`config.mk`:
```
export PLATFORM = sky130hd
export DESIGN_NAME = thresholded_spot_centroid_core
export DESIGN_NICKNAME = d
export VERILOG_FILES = /design/src/sv/tsc_pkg.sv /design/src/sv/tsc_front.sv /design/src/sv/tsc_queue.sv /design/src/sv/tsc_divider.sv /design/src/sv/tsc_back.sv /design/src/sv/thresholded_spot_centroid_core.sv
export SDC_FILE = /design/constraint.sdc
export NUM_CORES = 2
export LEC_CHECK = 0
export BUFFER_PORTS_ARGS = -buffer_cell sky130_fd_sc_hd__buf_4
export CAP_MARGIN = 25
export CORE_MARGIN = 4
export CORE_UTILIZATION = 25
export CTS_BUF_LIST = sky130_fd_sc_hd__clkbuf_8 sky130_fd_sc_hd__clkbuf_16
export DETAILED_ROUTE_END_ITERATION = 10
export GPL_TIMING_DRIVEN = 0
export MAX_ROUTING_LAYER = met4
export PLACE_DENSITY = 0.48
export SLEW_MARGIN = 15
export SYNTH_ARGS = -nofsm -noshare
export SYNTH_HDL_FRONTEND = slang
export SYNTH_HIERARCHICAL = 1
export SYNTH_SLANG_ARGS = --single-unit
export TNS_END_PERCENT = 100
```
`constraint.sdc`:
```
create_clock -name clk -period 27.4 [get_ports clk]
set_clock_uncertainty 0.1 [all_clocks]
set_input_delay 2.74 -clock clk [delete_from_list [all_inputs] [get_ports clk]]
set_output_delay 2.74 -clock clk [all_outputs]
set_load 0.02 [all_outputs]
```
`src/sv/tsc_pkg.sv`:
```
// ----------------------------------------------------------------------------
// tsc_pkg: shared types and constants for the thresholded spot centroid
// Widths of the accumulators, the per-frame stats record and back-end states.
// ----------------------------------------------------------------------------
package tsc_pkg;

  localparam int COORD_BITS    = 12;
  localparam int FRAC_BITS     = 8;
  localparam int PIX_BITS      = 8;
  localparam int CENT_BITS     = COORD_BITS + FRAC_BITS;
  localparam int WEIGHT_BITS   = 2 * COORD_BITS + PIX_BITS;
  localparam int SUM_BITS      = 3 * COORD_BITS + PIX_BITS;
  localparam int COUNT_BITS    = 2 * COORD_BITS + 1;
  localparam int PROD_BITS     = PIX_BITS + COORD_BITS;
  localparam int DIVIDEND_BITS = SUM_BITS + FRAC_BITS;
  localparam int DIV_CNT_BITS  = $clog2(DIVIDEND_BITS + 1);

  localparam logic [PIX_BITS-1:0] DEFAULT_THRESHOLD = PIX_BITS'(50);

  // One finished frame, as handed from the front end to the back end.
  // Box fields are already forced to zero when no pixel passed.
  typedef struct packed {
    logic [SUM_BITS-1:0]    x_sum;
    logic [SUM_BITS-1:0]    y_sum;
    logic [WEIGHT_BITS-1:0] weight;
    logic [COUNT_BITS-1:0]  count;
    logic [COORD_BITS-1:0]  left;
    logic [COORD_BITS-1:0]  top;
    logic [COORD_BITS-1:0]  right;
    logic [COORD_BITS-1:0]  bottom;
  } frame_stats_t;

  // Queue handshake between front end and back end.
  typedef struct packed {
    logic push;
    logic pop;
  } queue_ctrl_t;

  typedef struct packed {
    logic full;
    logic valid;
  } queue_stat_t;

  typedef enum logic [1:0] {
    BACK_IDLE,
    BACK_DIV,
    BACK_HOLD
  } back_state_t;

endpackage

```
`src/sv/tsc_front.sv`:
```
// ----------------------------------------------------------------------------
// tsc_front: pixel intake and per-frame accumulation
// Thresholds each pixel, updates sums, count and box, and pushes the frame
// record on the last pixel of the frame.
// ----------------------------------------------------------------------------
module tsc_front import tsc_pkg::*; (
  input  logic                  clk,
  input  logic                  rst,
  input  logic                  cfg_write_en,
  input  logic [PIX_BITS-1:0]   cfg_write_data,
  input  logic                  in_valid,
  output logic                  in_stall,
  input  logic [PIX_BITS-1:0]   pixel_value,
  input  logic [COORD_BITS-1:0] column,
  input  logic [COORD_BITS-1:0] row,
  input  logic                  frame_last,
  input  logic                  queue_full,
  output logic                  push,
  output frame_stats_t          push_data
);

  logic [PIX_BITS-1:0]    threshold;
  logic [WEIGHT_BITS-1:0] weight_total,   weight_total_next;
  logic [SUM_BITS-1:0]    weighted_x_sum, weighted_x_sum_next;
  logic [SUM_BITS-1:0]    weighted_y_sum, weighted_y_sum_next;
  logic [COUNT_BITS-1:0]  pass_counter,   pass_counter_next;
  logic [COORD_BITS-1:0]  min_column,     min_column_next;
  logic [COORD_BITS-1:0]  min_row,        min_row_next;
  logic [COORD_BITS-1:0]  max_column,     max_column_next;
  logic [COORD_BITS-1:0]  max_row,        max_row_next;
  logic [PROD_BITS-1:0]   prod_x, prod_y;
  logic                   accept, passes, found;

  assign in_stall = queue_full;
  assign accept   = in_valid && !in_stall;
  assign passes   = pixel_value > threshold;
  assign prod_x   = PROD_BITS'(pixel_value) * PROD_BITS'(column);
  assign prod_y   = PROD_BITS'(pixel_value) * PROD_BITS'(row);

  // Accumulator values including the current pixel.
  always_comb begin
    weight_total_next   = weight_total;
    weighted_x_sum_next = weighted_x_sum;
    weighted_y_sum_next = weighted_y_sum;
    pass_counter_next   = pass_counter;
    min_column_next     = min_column;
    min_row_next        = min_row;
    max_column_next     = max_column;
    max_row_next        = max_row;
    if (passes) begin
      weight_total_next   = weight_total + WEIGHT_BITS'(pixel_value);
      weighted_x_sum_next = weighted_x_sum + SUM_BITS'(prod_x);
      weighted_y_sum_next = weighted_y_sum + SUM_BITS'(prod_y);
      pass_counter_next   = pass_counter + COUNT_BITS'(1);
      if (column < min_column) min_column_next = column;
      if (row < min_row)       min_row_next    = row;
      if (column > max_column) max_column_next = column;
      if (row > max_row)       max_row_next    = row;
    end
  end

  assign found = pass_counter_next != '0;
  assign push  = accept && frame_last;

  always_comb begin
    push_data.x_sum  = weighted_x_sum_next;
    push_data.y_sum  = weighted_y_sum_next;
    push_data.weight = weight_total_next;
    push_data.count  = pass_counter_next;
    push_data.left   = found ? min_column_next : '0;
    push_data.top    = found ? min_row_next    : '0;
    push_data.right  = found ? max_column_next : '0;
    push_data.bottom = found ? max_row_next    : '0;
  end

  always_ff @(posedge clk) begin
    if (rst) begin
      threshold <= DEFAULT_THRESHOLD;
    end else if (cfg_write_en) begin
      threshold <= cfg_write_data;
    end
  end

  always_ff @(posedge clk) begin
    if (rst || push) begin
      weight_total   <= '0;
      weighted_x_sum <= '0;
      weighted_y_sum <= '0;
      pass_counter   <= '0;
      min_column     <= '1;
      min_row        <= '1;
      max_column     <= '0;
      max_row        <= '0;
    end else if (accept) begin
      weight_total   <= weight_total_next;
      weighted_x_sum <= weighted_x_sum_next;
      weighted_y_sum <= weighted_y_sum_next;
      pass_counter   <= pass_counter_next;
      min_column     <= min_column_next;
      min_row        <= min_row_next;
      max_column     <= max_column_next;
      max_row        <= max_row_next;
    end
  end

endmodule

```
`src/sv/tsc_queue.sv`:
```
// ----------------------------------------------------------------------------
// tsc_queue: two-entry queue of frame records
// Decouples the pixel intake from the division sequencer.
// ----------------------------------------------------------------------------
module tsc_queue import tsc_pkg::*; (
  input  logic         clk,
  input  logic         rst,
  input  queue_ctrl_t  ctrl,
  input  frame_stats_t wr_data,
  output queue_stat_t  stat,
  output frame_stats_t rd_data
);

  frame_stats_t entries [2];
  logic         wr_ptr, rd_ptr;
  logic [1:0]   fill;
  logic         do_push, do_pop;

  assign stat.full  = fill == 2'd2;
  assign stat.valid = fill != 2'd0;
  assign do_push    = ctrl.push && !stat.full;
  assign do_pop     = ctrl.pop && stat.valid;
  assign rd_data    = entries[rd_ptr];

  always_ff @(posedge clk) begin
    if (do_push) begin
      entries[wr_ptr] <= wr_data;
    end
  end

  always_ff @(posedge clk) begin
    if (rst) begin
      wr_ptr <= 1'b0;
      rd_ptr <= 1'b0;
      fill   <= 2'd0;
    end else begin
      if (do_push) wr_ptr <= !wr_ptr;
      if (do_pop)  rd_ptr <= !rd_ptr;
      case ({do_push, do_pop})
        2'b10:   fill <= fill + 2'd1;
        2'b01:   fill <= fill - 2'd1;
        default: fill <= fill;
      endcase
    end
  end

endmodule

```
`src/sv/tsc_divider.sv`:
```
// ----------------------------------------------------------------------------
// tsc_divider: restoring divider, one quotient bit per cycle
// Keeps only the low CENT_BITS of the quotient.
// ----------------------------------------------------------------------------
module tsc_divider import tsc_pkg::*; (
  input  logic                     clk,
  input  logic                     rst,
  input  logic                     start,
  input  logic [DIVIDEND_BITS-1:0] dividend,
  input  logic [WEIGHT_BITS-1:0]   divisor,
  output logic [CENT_BITS-1:0]     quotient,
  output logic                     done
);

  logic [WEIGHT_BITS-1:0]   rem;
  logic [WEIGHT_BITS-1:0]   dvs;
  logic [DIVIDEND_BITS-1:0] dvd;
  logic [DIV_CNT_BITS-1:0]  cnt;
  logic [WEIGHT_BITS:0]     trial, diff;
  logic                     qbit;

  assign trial = {rem, dvd[DIVIDEND_BITS-1]};
  assign diff  = trial - {1'b0, dvs};
  assign qbit  = !diff[WEIGHT_BITS];

  always_ff @(posedge clk) begin
    if (start) begin
      dvd      <= dividend;
      dvs      <= divisor;
      rem      <= '0;
      quotient <= '0;
    end else if (cnt != '0) begin
      dvd      <= {dvd[DIVIDEND_BITS-2:0], 1'b0};
      rem      <= qbit ? diff[WEIGHT_BITS-1:0] : trial[WEIGHT_BITS-1:0];
      quotient <= {quotient[CENT_BITS-2:0], qbit};
    end
  end

  always_ff @(posedge clk) begin
    if (rst) begin
      cnt  <= '0;
      done <= 1'b0;
    end else begin
      done <= cnt == DIV_CNT_BITS'(1);
      if (start) begin
        cnt <= DIV_CNT_BITS'(DIVIDEND_BITS);
      end else if (cnt != '0) begin
        cnt <= cnt - DIV_CNT_BITS'(1);
      end
    end
  end

endmodule

```
`src/sv/tsc_back.sv`:
```
// ----------------------------------------------------------------------------
// tsc_back: division sequencer and result register
// Pops a frame record, runs both centroid divisions, and presents the result.
// ----------------------------------------------------------------------------
module tsc_back import tsc_pkg::*; (
  input  logic                  clk,
  input  logic                  rst,
  input  queue_stat_t           q_stat,
  input  frame_stats_t          q_data,
  output logic                  pop,
  output logic                  out_valid,
  input  logic                  out_stall,
  output logic [CENT_BITS-1:0]  centroid_x_q8,
  output logic [CENT_BITS-1:0]  centroid_y_q8,
  output logic [COORD_BITS-1:0] box_left,
  output logic [COORD_BITS-1:0] box_top,
  output logic [COORD_BITS-1:0] box_right,
  output logic [COORD_BITS-1:0] box_bottom,
  output logic [COUNT_BITS-1:0] passing_count,
  output logic                  spot_found
);

  back_state_t           state, state_next;
  frame_stats_t          job;
  logic                  div_start, load_out, x_done, y_done, has_centroid;
  logic [CENT_BITS-1:0]  quo_x, quo_y;

  tsc_divider u_div_x (
    .clk      (clk),
    .rst      (rst),
    .start    (div_start),
    .dividend ({q_data.x_sum, {FRAC_BITS{1'b0}}}),
    .divisor  (q_data.weight),
    .quotient (quo_x),
    .done     (x_done)
  );

  tsc_divider u_div_y (
    .clk      (clk),
    .rst      (rst),
    .start    (div_start),
    .dividend ({q_data.y_sum, {FRAC_BITS{1'b0}}}),
    .divisor  (q_data.weight),
    .quotient (quo_y),
    .done     (y_done)
  );

  always_comb begin
    state_next = state;
    case (state)
      BACK_IDLE: if (q_stat.valid) state_next = BACK_DIV;
      BACK_DIV:  if (x_done && y_done) state_next = BACK_HOLD;
      BACK_HOLD: if (!out_valid || !out_stall) state_next = BACK_IDLE;
      default:   state_next = BACK_IDLE;
    endcase
  end

  always_comb begin
    div_start = 1'b0;
    load_out  = 1'b0;
    case (state)
      BACK_IDLE: div_start = q_stat.valid;
      BACK_HOLD: load_out  = !out_valid || !out_stall;
      default: begin
        div_start = 1'b0;
        load_out  = 1'b0;
      end
    endcase
  end

  assign pop          = div_start;
  assign has_centroid = (job.count != '0) && (job.weight != '0);

  always_ff @(posedge clk) begin
    if (rst) begin
      state     <= BACK_IDLE;
      out_valid <= 1'b0;
    end else begin
      state <= state_next;
      if (load_out) begin
        out_valid <= 1'b1;
      end else if (!out_stall) begin
        out_valid <= 1'b0;
      end
    end
  end

  always_ff @(posedge clk) begin
    if (div_start) begin
      job <= q_data;
    end
    if (load_out) begin
      centroid_x_q8 <= has_centroid ? quo_x : '0;
      centroid_y_q8 <= has_centroid ? quo_y : '0;
      box_left      <= job.left;
      box_top       <= job.top;
      box_right     <= job.right;
      box_bottom    <= job.bottom;
      passing_count <= job.count;
      spot_found    <= job.count != '0;
    end
  end

endmodule

```
`src/sv/thresholded_spot_centroid_core.sv`:
```
// ----------------------------------------------------------------------------
// thresholded_spot_centroid_core: intensity-weighted spot centroid per frame
// Accumulates thresholded pixels of a raster frame and reports centroid,
// bounding box and pass count once per frame.
// ----------------------------------------------------------------------------
// Pixels enter at one per clock while in_stall is low: the front end
// thresholds each pixel against the threshold register (strictly greater
// passes, reset value 50) and folds it into the weight, weighted column/row
// sums, pass count and bounding box in the same cycle. The pixel flagged
// frame_last is counted first, then its frame record goes into a two-entry
// queue and the accumulators clear, so the next frame's first pixel can
// follow immediately. The back end pops a record and runs two bit-serial
// restoring dividers side by side, one quotient bit per clock over the
// 52-bit dividend (sum with 8 fraction bits appended); it starts on the
// next record only once the current result is loaded into the output
// register. Intake stalls only when two finished frames already wait in
// the queue. Centroids are truncated, 8 fraction bits, masked to 20 bits;
// with no passing pixel spot_found, box and centroid read 0. The result
// holds in an output register until taken, while the back end may start
// on the next frame.
// ----------------------------------------------------------------------------
module thresholded_spot_centroid_core import tsc_pkg::*; (
  input  logic                  clk,
  input  logic                  rst,
  // threshold register write
  input  logic                  cfg_write_en,
  input  logic [PIX_BITS-1:0]   cfg_write_data,
  // pixel requests
  input  logic                  in_valid,
  output logic                  in_stall,
  input  logic [PIX_BITS-1:0]   pixel_value,
  input  logic [COORD_BITS-1:0] column,
  input  logic [COORD_BITS-1:0] row,
  input  logic                  frame_last,
  // frame result requests
  output logic                  out_valid,
  input  logic                  out_stall,
  output logic [CENT_BITS-1:0]  centroid_x_q8,
  output logic [CENT_BITS-1:0]  centroid_y_q8,
  output logic [COORD_BITS-1:0] box_left,
  output logic [COORD_BITS-1:0] box_top,
  output logic [COORD_BITS-1:0] box_right,
  output logic [COORD_BITS-1:0] box_bottom,
  output logic [COUNT_BITS-1:0] passing_count,
  output logic                  spot_found
);

  queue_ctrl_t  q_ctrl;
  queue_stat_t  q_stat;
  frame_stats_t push_data, head_data;

  // Front end: threshold and accumulate; push on frame_last.
  tsc_front u_front (
    .clk            (clk),
    .rst            (rst),
    .cfg_write_en   (cfg_write_en),
    .cfg_write_data (cfg_write_data),
    .in_valid       (in_valid),
    .in_stall       (in_stall),
    .pixel_value    (pixel_value),
    .column         (column),
    .row            (row),
    .frame_last     (frame_last),
    .queue_full     (q_stat.full),
    .push           (q_ctrl.push),
    .push_data      (push_data)
  );

  // Hold finished frames until the dividers are free.
  tsc_queue u_queue (
    .clk     (clk),
    .rst     (rst),
    .ctrl    (q_ctrl),
    .wr_data (push_data),
    .stat    (q_stat),
    .rd_data (head_data)
  );

  // Back end: divide and present the result.
  tsc_back u_back (
    .clk           (clk),
    .rst           (rst),
    .q_stat        (q_stat),
    .q_data        (head_data),
    .pop           (q_ctrl.pop),
    .out_valid     (out_valid),
    .out_stall     (out_stall),
    .centroid_x_q8 (centroid_x_q8),
    .centroid_y_q8 (centroid_y_q8),
    .box_left      (box_left),
    .box_top       (box_top),
    .box_right     (box_right),
    .box_bottom    (box_bottom),
    .passing_count (passing_count),
    .spot_found    (spot_found)
  );

endmodule
```
# Word level (Yosys, flattened, before mapping)
# Memories as Yosys holds them, arrays and structs flattened. A register that Yosys moved wholly into a read port is not among the register bits.
# Index checks and enable logic that the tools add are counted.
# op_classes
n_addsub	10
mul	2
magnitude_cmp	5
n_eq_ne	11
mux	39
reduce_logical	27
# ops
cell	count
$mux W52	4
$mux W12	12
$mux W32	3
$add A44 B20 Y44	2
$mux W44	2
$sub A33 B32 Y33	2
$reduce_bool A25 Y1	2
$mul A8 B12 Y20	2
$add A32 B8 Y32	1
$reduce_bool A32 Y1	1
$add A25 B1 Y25 const B	1
$mux W25	1
$gt A12 B12 Y1	2
$lt A12 B12 Y1	2
$mux W6	4
$eq A6 B1 Y1 const B	2
$reduce_bool A6 Y1	2
$sub A6 B1 Y6 const B	2
$gt A8 B8 Y1	1
$mux W1	8
$ne A2 B1 Y1 const B	4
$reduce_bool A2 Y1	4
$logic_not A1 Y1	7
$eq A2 B2 Y1 const B	3
other kinds (11)	20
# totals
regBits	633
ramBits	386
inputBits	46
n_memories	1
# memory_table
memory	words	word_bits	read_ports	rd_clocked_by_memory_dff	wr	line	text
u_queue.entries	2	193	1	1	1	tsc_queue.sv:14	frame_stats_t entries [2];

# Depth between registers and ports, before layout
# depth
depth_word	7
ltp_mapped	22
depth_no_buf	19

# Modules after synthesis
# Netlist, hierarchy kept.
# by_module_without_submodules
module	instances	cells_per_inst	area_per_inst_um2
tsc_front	1	2632	20816.2
tsc_divider	2	716	7492.2
tsc_queue	1	626	14138.6
tsc_back	1	303	7249.5

# Least setup slack after synthesis
# No wires, ideal clock.
# synth_path
kind	reg2reg
start	register u_queue.fill[0]
end	register u_back/u_div_x/dvd[0] (netlist name)
setup_time_ps	406
t_arrival_ps	14813
t_required_ps	26894
slack_ps	12081
stages_incl_launch_ff	7
path_buffers	2
synth_period_minus_slack_ps	15319
cell_sequence	dfxtp_1 or2_2 nor3b_1 clkbuf_1 clkbuf_1 nor2_1 inv_1
# synth_rtl
element	line	text
from (decl)	tsc_queue.sv:16	logic [1:0] fill;
from (signal assigned)	tsc_queue.sv:40	2'b10: fill <= fill + 2'd1;
from (signal assigned)	tsc_queue.sv:41	2'b01: fill <= fill - 2'd1;
from (signal assigned)	tsc_queue.sv:42	default: fill <= fill;

==> results.py <==
metrics = {
    "critical_path": {
        "cp.arrival_ps": 9550,
        "rrSetupSlack_ps": 21220,
        "cp-end-kind": "flip-flop",
        "critPathRequiredTime_ps": 27810,
        "cp_max_fo": 10,
        "critPathKind": "input port to flip-flop",
        "worstSetupStartpointType": "input port",
    },
    "global_route": {
        "gr-usage-all-layers_pct": 13.8,
        "grt_pass1_vias": 38700,
        "grt_start_max_net_pins": 80,
        "overflow": 0,
        "antenna_found_initial": 15,
        "grt_pass1_wl_um": 244000,
    },
    "synthesis": {
        "synthArstFlopShare_pct": 0,
        "synth_seq_cells": 1100,
        "synth-edff-count": 773,
        "synth_cell_types": 95,
        "syn_area_um2": 57200,
        "ys_warn_count": 6,
        "ys_seq_area_share_pct": 52.0,
        "syn_inst": 4993,
        "syn_avg_cell_area_um2": 11.5,
        "ys.flop_type": "edfxtp_1",
    },
    "cells_and_area": {
        "nNetsFinal": 5766,
        "layout_commonest_cell": "edfxtp_1",
        "syn_to_final_growth_pct": 17.7,
        "layout_common_cells": "edfxtp_1 (773), nand2_1 (552), inv_1 (453), dfxtp_1 (327)",
        "drive_above_1_share_pct": 16.2,
        "fillers": 23400,
    },
    "hold_path": {
        "hold_path.class": "flip-flop to flip-flop",
    },
    "floorplanning": {
        "die_h_um": 486,
        "die_area_um2": 236000,
        "die_w_um": 486,
        "core_um2": 227000,
        "rows": 175,
        "initial_core_util_pct": 25.1,
        "pin_count": 162,
    },
    "clock_network": {
        "tritoncts": "done",
        "clock_path_buffers": 3,
        "cts.sinks": 1100,
        "cts_root_buffer": "clkbuf_16",
        "cts_setup_buffers": 0,
        "clock_latency_ps": 800,
        "cts_buffers": 133,
        "htreeDepth": 4,
        "ctsResizeCount": 0,
        "cts_hold_buf": 0,
        "clk_pin_slew_worst_paths_ps": 60,
    },
    "sta": {
        "min_period_ps": 9140,
        "final.setup.tns_ps": 0,
        "drv_slew": 0,
        "final-hold-violation-count": 0,
        "relSlewSlack_pct": 30.3,
        "fmax_mhz": 109,
        "rsz0062_at_grt": "false",
        "worstMarginPinSlew_ps": 1040,
        "finalCritPeriodShare_pct": 33.4,
        "finalSetupViolations": 0,
    },
    "power": {
        "total_leakage_power_nw": 26.0,
        "cellPowerDensity_nw_per_um2": 101,
        "ir_drop_v": 0.0000693,
        "p_total_mw": 6.80,
    },
    "placed_design": {
        "gp_congestion": 0.871,
        "io_buffers": 161,
        "dp_hpwl_um": 118000,
    },
    "detailed_routing": {
        "dr.first_iter.drc_count": 2585,
        "drc": 0,
        "dr.pass1.iters": 7,
        "antenna_left": 0,
        "num_vias": 38200,
        "viasPerCell": 4.51,
        "wl_um": 160000,
        "wl_per_cell_um": 18.9,
    },
    "run_status": {
        "status": "finished, final reports clean",
    },
    "flow_run": {
        "cap_violations": 0,
    },
}
power breakdown:
group	leakage, nW	total, mW	internal (mW)	switching (mW)
Combinational	13.6	2.68	1.04	1.65
Sequential	10.1	2.34	2.21	0.135
Clock	2.26	1.77	1.01	0.760
Yosys cell counts, types with 34 or more instances:
master | n | share of area, %
nor3b_1 | 34 | 0.45
xnor2_1 | 154 | 2.4
nor3_1 | 71 | 0.62
o211ai_1 | 43 | 0.56
nand2_1 | 552 | 3.6
edfxtp_1 | 773 | 41
clkbuf_1 | 168 | 1.1
a211oi_1 | 36 | 0.47
a21oi_1 | 247 | 2.2
a21o_1 | 62 | 0.81
mux2_2 | 297 | 5.8
and3_1 | 40 | 0.44
a311oi_2 | 39 | 1.0
buf_2 | 34 | 0.30
fa_1 | 159 | 5.6
nand4_1 | 48 | 0.53
mux2i_1 | 86 | 1.5
inv_1 | 422 | 2.8
nand3_1 | 82 | 0.72
nor2_1 | 297 | 1.9
o21ai_0 | 121 | 1.1
dfxtp_1 | 327 | 11
xor2_1 | 94 | 1.4
or3_1 | 34 | 0.37
and2_1 | 142 | 1.6
ha_1 | 222 | 4.9
kinds of logic (layout without fill, tap and decap cells):
group / Yosys count / in the layout / synth area share [%]
AO/OA/AOI/OAI: 748 / 748 / 9.10
flip-flops: 1100 / 1100 / 52.0
AND/OR/NAND/NOR: 1438 / 1438 / 12.2
other: 1 / 28 / 0.00656
adder cells (fa/ha/maj): 381 / 381 / 10.4
XOR/XNOR: 252 / 252 / 3.91
multiplexers: 383 / 383 / 7.35
buffers and inverters: 690 / 1134 / 5.00
sequential cells by signal (all words and copies together) (netlist names), 20 cells and up, named ones only:
register                 flops
u_queue/entries            386
u_back/u_div_y/dvd          52
u_front/weight_total        32
u_back/u_div_y/rem          32
u_back/u_div_y/quotient     20
u_back/u_div_x/rem          32
u_back/u_div_y/dvs          32
u_back/job                 105
u_front/weighted_y_sum      44
u_front/weighted_x_sum      44
u_front/pass_counter        25
u_back/u_div_x/quotient     20
u_back/centroid_y_q8        20
u_back/passing_count        25
u_back/centroid_x_q8        20
u_back/u_div_x/dvd          52
u_back/u_div_x/dvs          32
layout make-up:
| cell class | instances | area [um2] | share of cell area [%] |
|---|---|---|---|
| antenna | 12 | 30.0 | 0.0446 |
| buffer | 267 | 1280 | 1.90 |
| clock buffer | 139 | 3410 | 5.07 |
| clock inverter | 109 | 1070 | 1.59 |
| inverter | 423 | 1600 | 2.37 |
| multi-input combinational | 3218 | 24700 | 36.6 |
| sequential | 1100 | 29800 | 44.2 |
| tap | 3009 | 3760 | 5.59 |
| timing repair buffer | 196 | 1740 | 2.58 |
metrics by stage:
stage                     setup slack [ps]  cell area [um2]  hold WS, ps  cells  utilization [%]
after floorplan                      12080            57200          300   5008                -
final                                18260            67300          317   8473             29.6
after global routing                 17940            67300          319   8472             29.6
after CTS                            18310            67300          313   8461             29.6
after global placement                4030            62200          306   8178             27.3
after detailed placement             17470            62800          305   8213             27.6
metal layers:
layer,track usage [%],share of wire (%),up-vias
met2,21.3,45,816
met4,4.24,2.9,0
met1,18.6,47,18900
li1,-,-,18200
met5,-,0,-
met3,2.40,4.8,236
path summary, 6_finish.rpt:
check | from | to | cells past startpoint
max | pixel_value[1] | u_queue/entries[1][183] | 21
min | u_back/job[44] | u_back/box_left[8] | 0
max reg2reg | u_front/weighted_x_sum[8] | u_queue/entries[1][183] | 18
min reg2reg | u_back/job[44] | u_back/box_left[8] | 0
critical path, cell delays in order:
cell and delay [ps]:
buf_4 140, clkbuf_1 470, clkbuf_1 690, nand2_1 170, fa_1 530, inv_1 50
fa_1 460, fa_1 500, inv_1 60, fa_1 540, inv_1 50, ha_1 240
or2_2 330, o32ai_1 490, nor4_1 170, o21ai_0 700, and2_1 370, buf_2 280
buf_2 290, nor3_1 100, xor2_1 160
No activity file was read; power rests on OpenSTA's default activity.
